## config.mk

```make
export PLATFORM = sky130hd
export DESIGN_NAME = date_difference_in_days_top
export DESIGN_NICKNAME = d
export VERILOG_FILES = /design/src/design/dd_pkg.sv /design/src/design/dd_ctrl.sv /design/src/design/dd_datapath.sv /design/src/design/date_difference_in_days_top.sv
export SDC_FILE = /design/constraint.sdc
export NUM_CORES = 1
export LEC_CHECK = 0
export CELL_PAD_IN_SITES_DETAIL_PLACEMENT = 0
export CELL_PAD_IN_SITES_GLOBAL_PLACEMENT = 2
export CORE_MARGIN = 5
export CORE_UTILIZATION = 41
export CTS_CLUSTER_DIAMETER = 40
export CTS_CLUSTER_SIZE = 16
export DETAILED_ROUTE_END_ITERATION = 16
export DONT_BUFFER_PORTS = 1
export MAX_ROUTING_LAYER = met4
export PLACE_DENSITY = 0.85
export SYNTH_ARGS = -nofsm -noshare
export SYNTH_HDL_FRONTEND = slang
export SYNTH_SLANG_ARGS = --single-unit
```

## constraint.sdc

```tcl
create_clock -name i_clk -period 5 [get_ports i_clk]
set_clock_uncertainty 0.15 [all_clocks]
set_input_delay 0.5 -clock i_clk [delete_from_list [all_inputs] [get_ports i_clk]]
set_output_delay 0.5 -clock i_clk [all_outputs]
set_load 0.01 [all_outputs]
```

## src/design/dd_pkg.sv

```systemverilog
// dd_pkg: request/result payload types, controller/datapath command and status
// structs, controller states and calendar helpers. No dependencies.
`timescale 1ns / 1ps

package dd_pkg;

    localparam int unsigned K_YEAR_W     = 14;
    localparam int unsigned K_MONTH_W    = 4;
    localparam int unsigned K_DAY_W      = 5;
    localparam int unsigned K_COUNT_W    = 23;
    localparam int unsigned K_REM_W      = 9;    // holds year mod 400
    localparam int unsigned K_STEP_W     = 3;
    localparam int unsigned K_REDUCE_STEPS = 6;  // 400 << 5 .. 400 << 0

    localparam logic [K_YEAR_W:0]    K_LEAP_CYCLE  = 15'd400;
    localparam logic [K_REM_W-1:0]   K_REM_LAST    = 9'd399;
    localparam logic [K_MONTH_W-1:0] K_JANUARY     = 4'd1;
    localparam logic [K_MONTH_W-1:0] K_FEBRUARY    = 4'd2;
    localparam logic [K_MONTH_W-1:0] K_DECEMBER    = 4'd12;
    localparam logic [K_DAY_W-1:0]   K_FIRST_DAY   = 5'd1;
    localparam logic [K_COUNT_W-1:0] K_COUNT_LIMIT = 23'd4194303;

    typedef struct packed {
        logic [K_YEAR_W-1:0]  first_year;
        logic [K_MONTH_W-1:0] first_month;
        logic [K_DAY_W-1:0]   first_day;
        logic [K_YEAR_W-1:0]  second_year;
        logic [K_MONTH_W-1:0] second_month;
        logic [K_DAY_W-1:0]   second_day;
        logic                 include_end;
    } t_in;

    typedef struct packed {
        logic signed [K_COUNT_W-1:0] day_count;
        logic                        status;
    } t_out;

    typedef struct packed {
        logic load;
        logic reduce;
        logic check;
        logic walk;
        logic finish;
    } t_cmd;

    typedef struct packed {
        logic reduce_last;
        logic invalid;
        logic walk_done;
        logic out_free;
    } t_sts;

    typedef enum logic [2:0] {
        ST_IDLE,
        ST_REDUCE,
        ST_CHECK,
        ST_WALK,
        ST_DONE
    } t_state;

    // leap year from year mod 400
    function automatic logic is_leap(input logic [K_REM_W-1:0] rem);
        logic hundred;
        hundred = (rem == 9'd100) || (rem == 9'd200) || (rem == 9'd300);
        return (rem[1:0] == 2'b00) && !hundred;
    endfunction

    // month length; 0 for a month code outside 1..12
    function automatic logic [K_DAY_W-1:0] days_in(input logic [K_MONTH_W-1:0] month,
                                                   input logic leap);
        logic [K_DAY_W-1:0] len;
        unique case (month)
            4'd1, 4'd3, 4'd5, 4'd7, 4'd8, 4'd10, 4'd12: len = 5'd31;
            4'd4, 4'd6, 4'd9, 4'd11:                   len = 5'd30;
            K_FEBRUARY:                                 len = leap ? 5'd29 : 5'd28;
            default:                                    len = 5'd0;
        endcase
        return len;
    endfunction

endpackage

```

## src/design/dd_ctrl.sv

```systemverilog
// dd_ctrl: sequencing state machine for the date difference block.
// Depends on dd_pkg (t_state, t_cmd, t_sts).
`timescale 1ns / 1ps

module dd_ctrl (
    input  logic         i_clk,
    input  logic         i_rst_n,
    input  logic         i_in_valid,
    input  dd_pkg::t_sts i_sts,
    output logic         o_in_stall,
    output dd_pkg::t_cmd o_cmd
);

    dd_pkg::t_state r_state;
    dd_pkg::t_state n_state;

    always_ff @(posedge i_clk) begin
        if (!i_rst_n) begin
            r_state <= dd_pkg::ST_IDLE;
        end else begin
            r_state <= n_state;
        end
    end

    always_comb begin
        n_state    = r_state;
        o_cmd      = '0;
        o_in_stall = 1'b1;
        unique case (r_state)
            dd_pkg::ST_IDLE: begin
                o_in_stall = 1'b0;
                if (i_in_valid) begin
                    o_cmd.load = 1'b1;
                    n_state    = dd_pkg::ST_REDUCE;
                end
            end
            dd_pkg::ST_REDUCE: begin
                o_cmd.reduce = 1'b1;
                if (i_sts.reduce_last) begin
                    n_state = dd_pkg::ST_CHECK;
                end
            end
            dd_pkg::ST_CHECK: begin
                o_cmd.check = 1'b1;
                n_state     = i_sts.invalid ? dd_pkg::ST_DONE : dd_pkg::ST_WALK;
            end
            dd_pkg::ST_WALK: begin
                if (i_sts.walk_done) begin
                    n_state = dd_pkg::ST_DONE;
                end else begin
                    o_cmd.walk = 1'b1;
                end
            end
            dd_pkg::ST_DONE: begin
                if (i_sts.out_free) begin
                    o_cmd.finish = 1'b1;
                    n_state      = dd_pkg::ST_IDLE;
                end
            end
            default: begin
                n_state = dd_pkg::ST_IDLE;
            end
        endcase
    end

endmodule

```

## src/design/dd_datapath.sv

```systemverilog
// dd_datapath: request register, year mod 400 reduction, date check,
// day-by-day walk, result register. Depends on dd_pkg.
`timescale 1ns / 1ps

module dd_datapath #(
    parameter int unsigned MAX_YEAR = 9999
) (
    input  logic         i_clk,
    input  logic         i_rst_n,
    input  dd_pkg::t_cmd i_cmd,
    input  dd_pkg::t_in  i_in_data,
    input  logic         i_out_stall,
    output dd_pkg::t_sts o_sts,
    output logic         o_out_valid,
    output dd_pkg::t_out o_out_data
);

    localparam logic [dd_pkg::K_YEAR_W-1:0] LP_MAX_YEAR = dd_pkg::K_YEAR_W'(MAX_YEAR);

    dd_pkg::t_in                       r_req;
    logic [dd_pkg::K_YEAR_W-1:0]       r_rem1;
    logic [dd_pkg::K_YEAR_W-1:0]       r_rem2;
    logic [dd_pkg::K_STEP_W-1:0]       r_step;

    logic [dd_pkg::K_YEAR_W-1:0]       r_walk_year;
    logic [dd_pkg::K_MONTH_W-1:0]      r_walk_month;
    logic [dd_pkg::K_DAY_W-1:0]        r_walk_day;
    logic [dd_pkg::K_REM_W-1:0]        r_walk_rem;
    logic [dd_pkg::K_YEAR_W-1:0]       r_tgt_year;
    logic [dd_pkg::K_MONTH_W-1:0]      r_tgt_month;
    logic [dd_pkg::K_DAY_W-1:0]        r_tgt_day;
    logic [dd_pkg::K_COUNT_W-1:0]      r_day_counter;
    logic                              r_negate;
    logic                              r_invalid;

    dd_pkg::t_out                      r_out;
    logic                              r_out_valid;

    // reduction step
    logic [dd_pkg::K_YEAR_W:0] sub_val;
    logic [dd_pkg::K_YEAR_W:0] diff1;
    logic [dd_pkg::K_YEAR_W:0] diff2;

    // date check
    logic leap1, leap2, ok1, ok2, neg;

    // walk step
    logic [dd_pkg::K_DAY_W-1:0] month_len;
    logic                       walk_done;

    // finish
    logic [dd_pkg::K_COUNT_W-1:0] mag;
    logic [dd_pkg::K_COUNT_W-1:0] mag_sat;

    always_comb begin
        sub_val = dd_pkg::K_LEAP_CYCLE << r_step;
        diff1   = {1'b0, r_rem1} - sub_val;
        diff2   = {1'b0, r_rem2} - sub_val;
    end

    always_comb begin
        leap1 = dd_pkg::is_leap(r_rem1[dd_pkg::K_REM_W-1:0]);
        leap2 = dd_pkg::is_leap(r_rem2[dd_pkg::K_REM_W-1:0]);
        ok1 = (r_req.first_year != '0) && (r_req.first_year <= LP_MAX_YEAR)
            && (r_req.first_day != '0)
            && (r_req.first_day <= dd_pkg::days_in(r_req.first_month, leap1));
        ok2 = (r_req.second_year != '0) && (r_req.second_year <= LP_MAX_YEAR)
            && (r_req.second_day != '0)
            && (r_req.second_day <= dd_pkg::days_in(r_req.second_month, leap2));
        neg = {r_req.first_year, r_req.first_month, r_req.first_day}
            > {r_req.second_year, r_req.second_month, r_req.second_day};
    end

    always_comb begin
        month_len = dd_pkg::days_in(r_walk_month, dd_pkg::is_leap(r_walk_rem));
        walk_done = (r_walk_year == r_tgt_year) && (r_walk_month == r_tgt_month)
                 && (r_walk_day == r_tgt_day);
    end

    always_comb begin
        mag     = r_day_counter + dd_pkg::K_COUNT_W'(r_req.include_end);
        mag_sat = (mag > dd_pkg::K_COUNT_LIMIT) ? dd_pkg::K_COUNT_LIMIT : mag;
    end

    always_comb begin
        o_sts.reduce_last = (r_step == '0);
        o_sts.invalid     = !(ok1 && ok2);
        o_sts.walk_done   = walk_done;
        o_sts.out_free    = !r_out_valid || !i_out_stall;
    end

    // payload side
    always_ff @(posedge i_clk) begin
        if (i_cmd.load) begin
            r_req  <= i_in_data;
            r_rem1 <= i_in_data.first_year;
            r_rem2 <= i_in_data.second_year;
            r_step <= dd_pkg::K_STEP_W'(dd_pkg::K_REDUCE_STEPS - 1);
        end else if (i_cmd.reduce) begin
            if (!diff1[dd_pkg::K_YEAR_W]) begin
                r_rem1 <= diff1[dd_pkg::K_YEAR_W-1:0];
            end
            if (!diff2[dd_pkg::K_YEAR_W]) begin
                r_rem2 <= diff2[dd_pkg::K_YEAR_W-1:0];
            end
            r_step <= r_step - 1'b1;
        end
        if (i_cmd.check) begin
            r_invalid <= !(ok1 && ok2);
        end
        if (i_cmd.finish) begin
            if (r_invalid) begin
                r_out.day_count <= '0;
                r_out.status    <= 1'b1;
            end else begin
                r_out.day_count <= r_negate ? -$signed(mag_sat) : $signed(mag_sat);
                r_out.status    <= 1'b0;
            end
        end
    end

    // walk state; unchanged by an invalid request
    always_ff @(posedge i_clk) begin
        if (!i_rst_n) begin
            r_walk_year   <= '0;
            r_walk_month  <= dd_pkg::K_JANUARY;
            r_walk_day    <= dd_pkg::K_FIRST_DAY;
            r_walk_rem    <= '0;
            r_day_counter <= '0;
            r_negate      <= 1'b0;
            r_tgt_year    <= '0;
            r_tgt_month   <= dd_pkg::K_JANUARY;
            r_tgt_day     <= dd_pkg::K_FIRST_DAY;
        end else if (i_cmd.check && ok1 && ok2) begin
            r_negate      <= neg;
            r_day_counter <= '0;
            if (neg) begin
                r_walk_year  <= r_req.second_year;
                r_walk_month <= r_req.second_month;
                r_walk_day   <= r_req.second_day;
                r_walk_rem   <= r_rem2[dd_pkg::K_REM_W-1:0];
                r_tgt_year   <= r_req.first_year;
                r_tgt_month  <= r_req.first_month;
                r_tgt_day    <= r_req.first_day;
            end else begin
                r_walk_year  <= r_req.first_year;
                r_walk_month <= r_req.first_month;
                r_walk_day   <= r_req.first_day;
                r_walk_rem   <= r_rem1[dd_pkg::K_REM_W-1:0];
                r_tgt_year   <= r_req.second_year;
                r_tgt_month  <= r_req.second_month;
                r_tgt_day    <= r_req.second_day;
            end
        end else if (i_cmd.walk) begin
            r_day_counter <= r_day_counter + 1'b1;
            if (r_walk_day == month_len) begin
                r_walk_day <= dd_pkg::K_FIRST_DAY;
                if (r_walk_month == dd_pkg::K_DECEMBER) begin
                    r_walk_month <= dd_pkg::K_JANUARY;
                    r_walk_year  <= r_walk_year + 1'b1;
                    r_walk_rem   <= (r_walk_rem == dd_pkg::K_REM_LAST) ? '0
                                                                       : r_walk_rem + 1'b1;
                end else begin
                    r_walk_month <= r_walk_month + 1'b1;
                end
            end else begin
                r_walk_day <= r_walk_day + 1'b1;
            end
        end
    end

    always_ff @(posedge i_clk) begin
        if (!i_rst_n) begin
            r_out_valid <= 1'b0;
        end else if (i_cmd.finish) begin
            r_out_valid <= 1'b1;
        end else if (!i_out_stall) begin
            r_out_valid <= 1'b0;
        end
    end

    assign o_out_valid = r_out_valid;
    assign o_out_data  = r_out;

endmodule

```

## src/design/date_difference_in_days_top.sv

```systemverilog
// Date difference block, top level: joins dd_ctrl and dd_datapath.
// Depends on dd_pkg, dd_ctrl, dd_datapath.
`timescale 1ns / 1ps

// Gives the signed number of days from a first Gregorian date to a second.
// A request carries both dates (year, month, day) and an include-end flag.
// The earlier date is stepped one calendar day per clock until it meets the
// later one; the count is negated when the first date is the later one, and
// include-end adds one day before the sign. Equal dates give 0, or 1 with
// include-end. A year of 0 or above MAX_YEAR, a month outside 1..12 or a day
// outside the month gives status 1 and a count of 0. Counts beyond the
// 23-bit signed range (only possible with a raised MAX_YEAR) saturate at
// +/-4194303. Timing: one request at a time. From acceptance, the request
// passes the year mod 400 reduction, the check, the day walk over the day
// distance between the dates and the walk's final compare before the result
// register is loaded; an invalid request skips the walk. The hand-off also
// waits while the previous result still sits in the output register. Input
// stall drops as soon as the result sits in the output register, so the
// next request is taken while that result still waits to be drained.

module date_difference_in_days_top #(
    parameter int unsigned MAX_YEAR = 9999
) (
    input  logic         i_clk,
    input  logic         i_rst_n,
    // request channel
    input  logic         i_in_valid,
    output logic         o_in_stall,
    input  dd_pkg::t_in  i_in_data,
    // result channel
    output logic         o_out_valid,
    input  logic         i_out_stall,
    output dd_pkg::t_out o_out_data
);

    dd_pkg::t_cmd cmd;
    dd_pkg::t_sts sts;

    // sequencing: idle, reduce years, check, walk, hand off
    dd_ctrl u_ctrl (
        .i_clk      (i_clk),
        .i_rst_n    (i_rst_n),
        .i_in_valid (i_in_valid),
        .i_sts      (sts),
        .o_in_stall (o_in_stall),
        .o_cmd      (cmd)
    );

    // all request, walk and result storage
    dd_datapath #(
        .MAX_YEAR (MAX_YEAR)
    ) u_datapath (
        .i_clk       (i_clk),
        .i_rst_n     (i_rst_n),
        .i_cmd       (cmd),
        .i_in_data   (i_in_data),
        .i_out_stall (i_out_stall),
        .o_sts       (sts),
        .o_out_valid (o_out_valid),
        .o_out_data  (o_out_data)
    );

endmodule

```

==> out/qor.csv <==
metric,value,unit
ys.flop_type,edfxtp_1,
synthSimpleGateAreaFrac,0.201,
ys_seq_area_frac,0.410,
hold_class,input port to flip-flop,
synth_xor_area_frac,0.0744,
synth_top_family_by_area,simple AND/OR/NAND/NOR gates,
rsz0062_at_grt,false,
slew_headroom,0.319,
h-tree-depth,4,
antenna_left,0,
gp_congestion,0.861,
vias_per_cell,5.52,
dp_hpwl,22600,um
clock_latency,0.44,ns
p_leak,4.82,nW
clkPwrFrac,0.283,
vias,9110,
endpoint_kind,flip-flop,
io_buffers,0,
synth_mux_area_frac,0.0478,
wl_met2,13200,um
dieWidth,178,um
hold_violations,0,
fin_total_pwr,5.13,mW
cts_sinks,186,
grt_pass1_wl,48700,um
syn_inst,1238,
startpoint_type,flip-flop,
register_area,4720,um^2
timing.final.crit_period,4.06,ns
multi_input_area,6340,um^2
drv_cap,0,
row_count,61,
max_freq,246,MHz
p_int,3.36,mW
cp_max_fo,10,
die_area,31600,um^2
yosysWarningCount,0,
sw_frac_of_total,0.345,
finalSetupTns,0,ns
cts-buffers-inserted,17,
synth_edf_count,100,
switchingPower,1.77,mW
drt_first_pass_iters,5,
finalCritPeriodShare,0.812,
whs,0.0244,ns
sequentialPowerShare,0.397,
cp.required,5.18,ns
power.density,396,nW/um^2
utilization,0.467,
top_level_ports,77,
met3_length,1510,um
crit_type,flip-flop to flip-flop,
dr.first_iter.drc_count,687,
slew_violations,0,
globalRouteTotalUtil,0.201,
combPwrFrac,0.320,
path_clk_slew,0.08,ns
worstPathArrival,4.24,ns
maxUsedRoutingLayer,met4,
grt_pass1_vias,8617,
synth_compound_area_frac,0.149,
syn_nets,1359,
run_status,completed,
async_flop_share,0,
syn_area_per_cell,9.32,um^2
cts-root-buf,clkbuf_16,
syn_area,11500,um^2
worst_slew_pin_slew,1.02,ns
ys_seq_elements,186,
cts_tree,yes,
area_delta_synth_final,12.5,%
drt-total-wl,30500,um
fillers,2674,
cts_max_path_buffers,2,
peakVddDrop,0.329,mV
fin_nets,1378,
grt-ovfl-total,0,
coreArea,27800,um^2
met1_length,15400,um
yosys.area_share.adder,0.0759,
antenna_found_initial,2,
wl_per_cell,18.5,um
die_y,178,um
setup_viol,0,
post_route_cells_drive_above_1_share,0.0764,
drc,0,
yosysUniqueCellTypes,77,
initial_utilization,0.415,
grt_max_degree,59,
what timing repair did:
| item | 4_1_cts | 5_1_grt |
|---|---|---|
| hold buffers | 47 | 0 |
| setup buffers | 0 | 0 |
| hold endpoints to repair | 47 | 0 |
| gates resized for setup | 0 | 0 |
per-stage QoR:
step                      area [um^2]  setup WS [ns]  cells
after floorplan                 11500           1.15   1238
after global placement          11900           1.03   1569
after detailed placement        11900          0.957   1569
after CTS                       13000          0.940   1648
after global routing            13000          0.675   1650
final                           13000          0.940   1650
synthesized netlist by cell type (17+ instances only):
master / n / area share
a211oi_1: 36 / 0.023
a21oi_1: 70 / 0.030
clkbuf_1: 36 / 0.012
dfxtp_1: 86 / 0.15
edfxtp_1: 100 / 0.26
ha_1: 70 / 0.076
inv_1: 53 / 0.017
mux2i_1: 36 / 0.031
nand2_1: 96 / 0.031
nand3_1: 37 / 0.016
nand4_1: 24 / 0.013
nor2_1: 138 / 0.045
nor3_1: 43 / 0.019
nor4_1: 23 / 0.012
o21ai_0: 37 / 0.016
o31ai_1: 17 / 0.011
xnor2_1: 57 / 0.043
xor2_1: 41 / 0.031
final timing paths:
check	start	endpoint	slack (ns)	depth (start not counted)
worst max register to register	u_datapath.r_rem2[7]	u_datapath.r_walk_day[0]	0.94	16
worst min-delay path	i_rst_n	u_datapath.r_tgt_month[0]	0.02	1
worst max-delay path	u_datapath.r_rem2[7]	u_datapath.r_walk_day[0]	0.94	16
worst min register to register	u_datapath.r_negate	u_datapath.r_negate	0.32	2
logic make-up (layout without fill, tap and decap cells):
family,Yosys count,count (layout)
simple gates,458,458
flops,186,186
mux,53,53
buf+inv,119,151
xor+xnor,98,98
other cells,0,2
fa+ha+maj,70,70
compound gates,254,254
sequential cells by signal, indices dropped and copies added (netlist names), 4 cells and up:
register,cells
u_datapath.r_walk_year,14
u_datapath.r_day_counter,23
u_datapath.r_rem1,14
u_datapath.r_walk_day,5
u_datapath.r_req,47
u_datapath.r_walk_rem,9
u_datapath.r_tgt_day,5
u_datapath.r_rem2,14
u_datapath.r_tgt_year,14
u_datapath.r_tgt_month,4
u_datapath.r_walk_month,4
u_datapath.o_out_data,24
power by group through the flow:
stage / Combinational [mW] / Clock (mW) / Sequential, mW
final: 1.65 / 1.45 / 2.04
after global routing: 1.86 / 1.56 / 2.05
after CTS: 1.65 / 1.49 / 2.03
after detailed placement: 1.60 / 0 / 2.07
after global placement: 1.59 / 0 / 2.06
after floorplan: 1.26 / 0 / 1.99
worst max-delay path, cell delays in order, from the launching register on:
cell and delay, ns:
edfxtp_1 0.46, nor3b_1 0.18, a21oi_1 0.14, nor3b_1 0.06
nor2_1 0.20, o211ai_1 0.12, a221o_1 0.33, o21ai_0 0.08
ha_1 0.25, and4_1 0.19, a21oi_1 0.14, o31a_1 0.16
and4bb_2 0.32, and2_2 0.20, nor2_1 0.47, o21ai_0 0.18
a221o_1 0.32
per-layer routing:
layer	up-vias	track usage
met5	-	-
met4	0	0.0445
met3	30	0.0341
met2	235	0.295
met1	4257	0.291
li1	4588	-
final cells by class:
class	instances	area share
multi-input combinational	933	0.488
sequential	186	0.364
timing repair buffer	65	0.0467
tap	378	0.0364
clock buffer	19	0.0349
inverter	54	0.0156
clock inverter	13	0.0136
antenna	2	0.000386
cell usage in the layout (no fill, tap or decap), types with 16 or more instances in the layout:
| master | count |
|---|---|
| nor2_1 | 138 |
| edfxtp_1 | 100 |
| nand2_1 | 96 |
| dfxtp_1 | 86 |
| ha_1 | 70 |
| a21oi_1 | 69 |
| xnor2_1 | 57 |
| inv_1 | 53 |
| dlygate4sd3_1 | 47 |
| nor3_1 | 43 |
| xor2_1 | 41 |
| o21ai_0 | 37 |
| nand3_1 | 37 |
| mux2i_1 | 36 |
| a211oi_1 | 36 |
| nand4_1 | 24 |
| nor4_1 | 23 |
| buf_4 | 18 |
| o31ai_1 | 17 |
| clkbuf_16 | 17 |
| and3_1 | 16 |
| mux2_2 | 16 |
(Power assumes the default switching activity.)
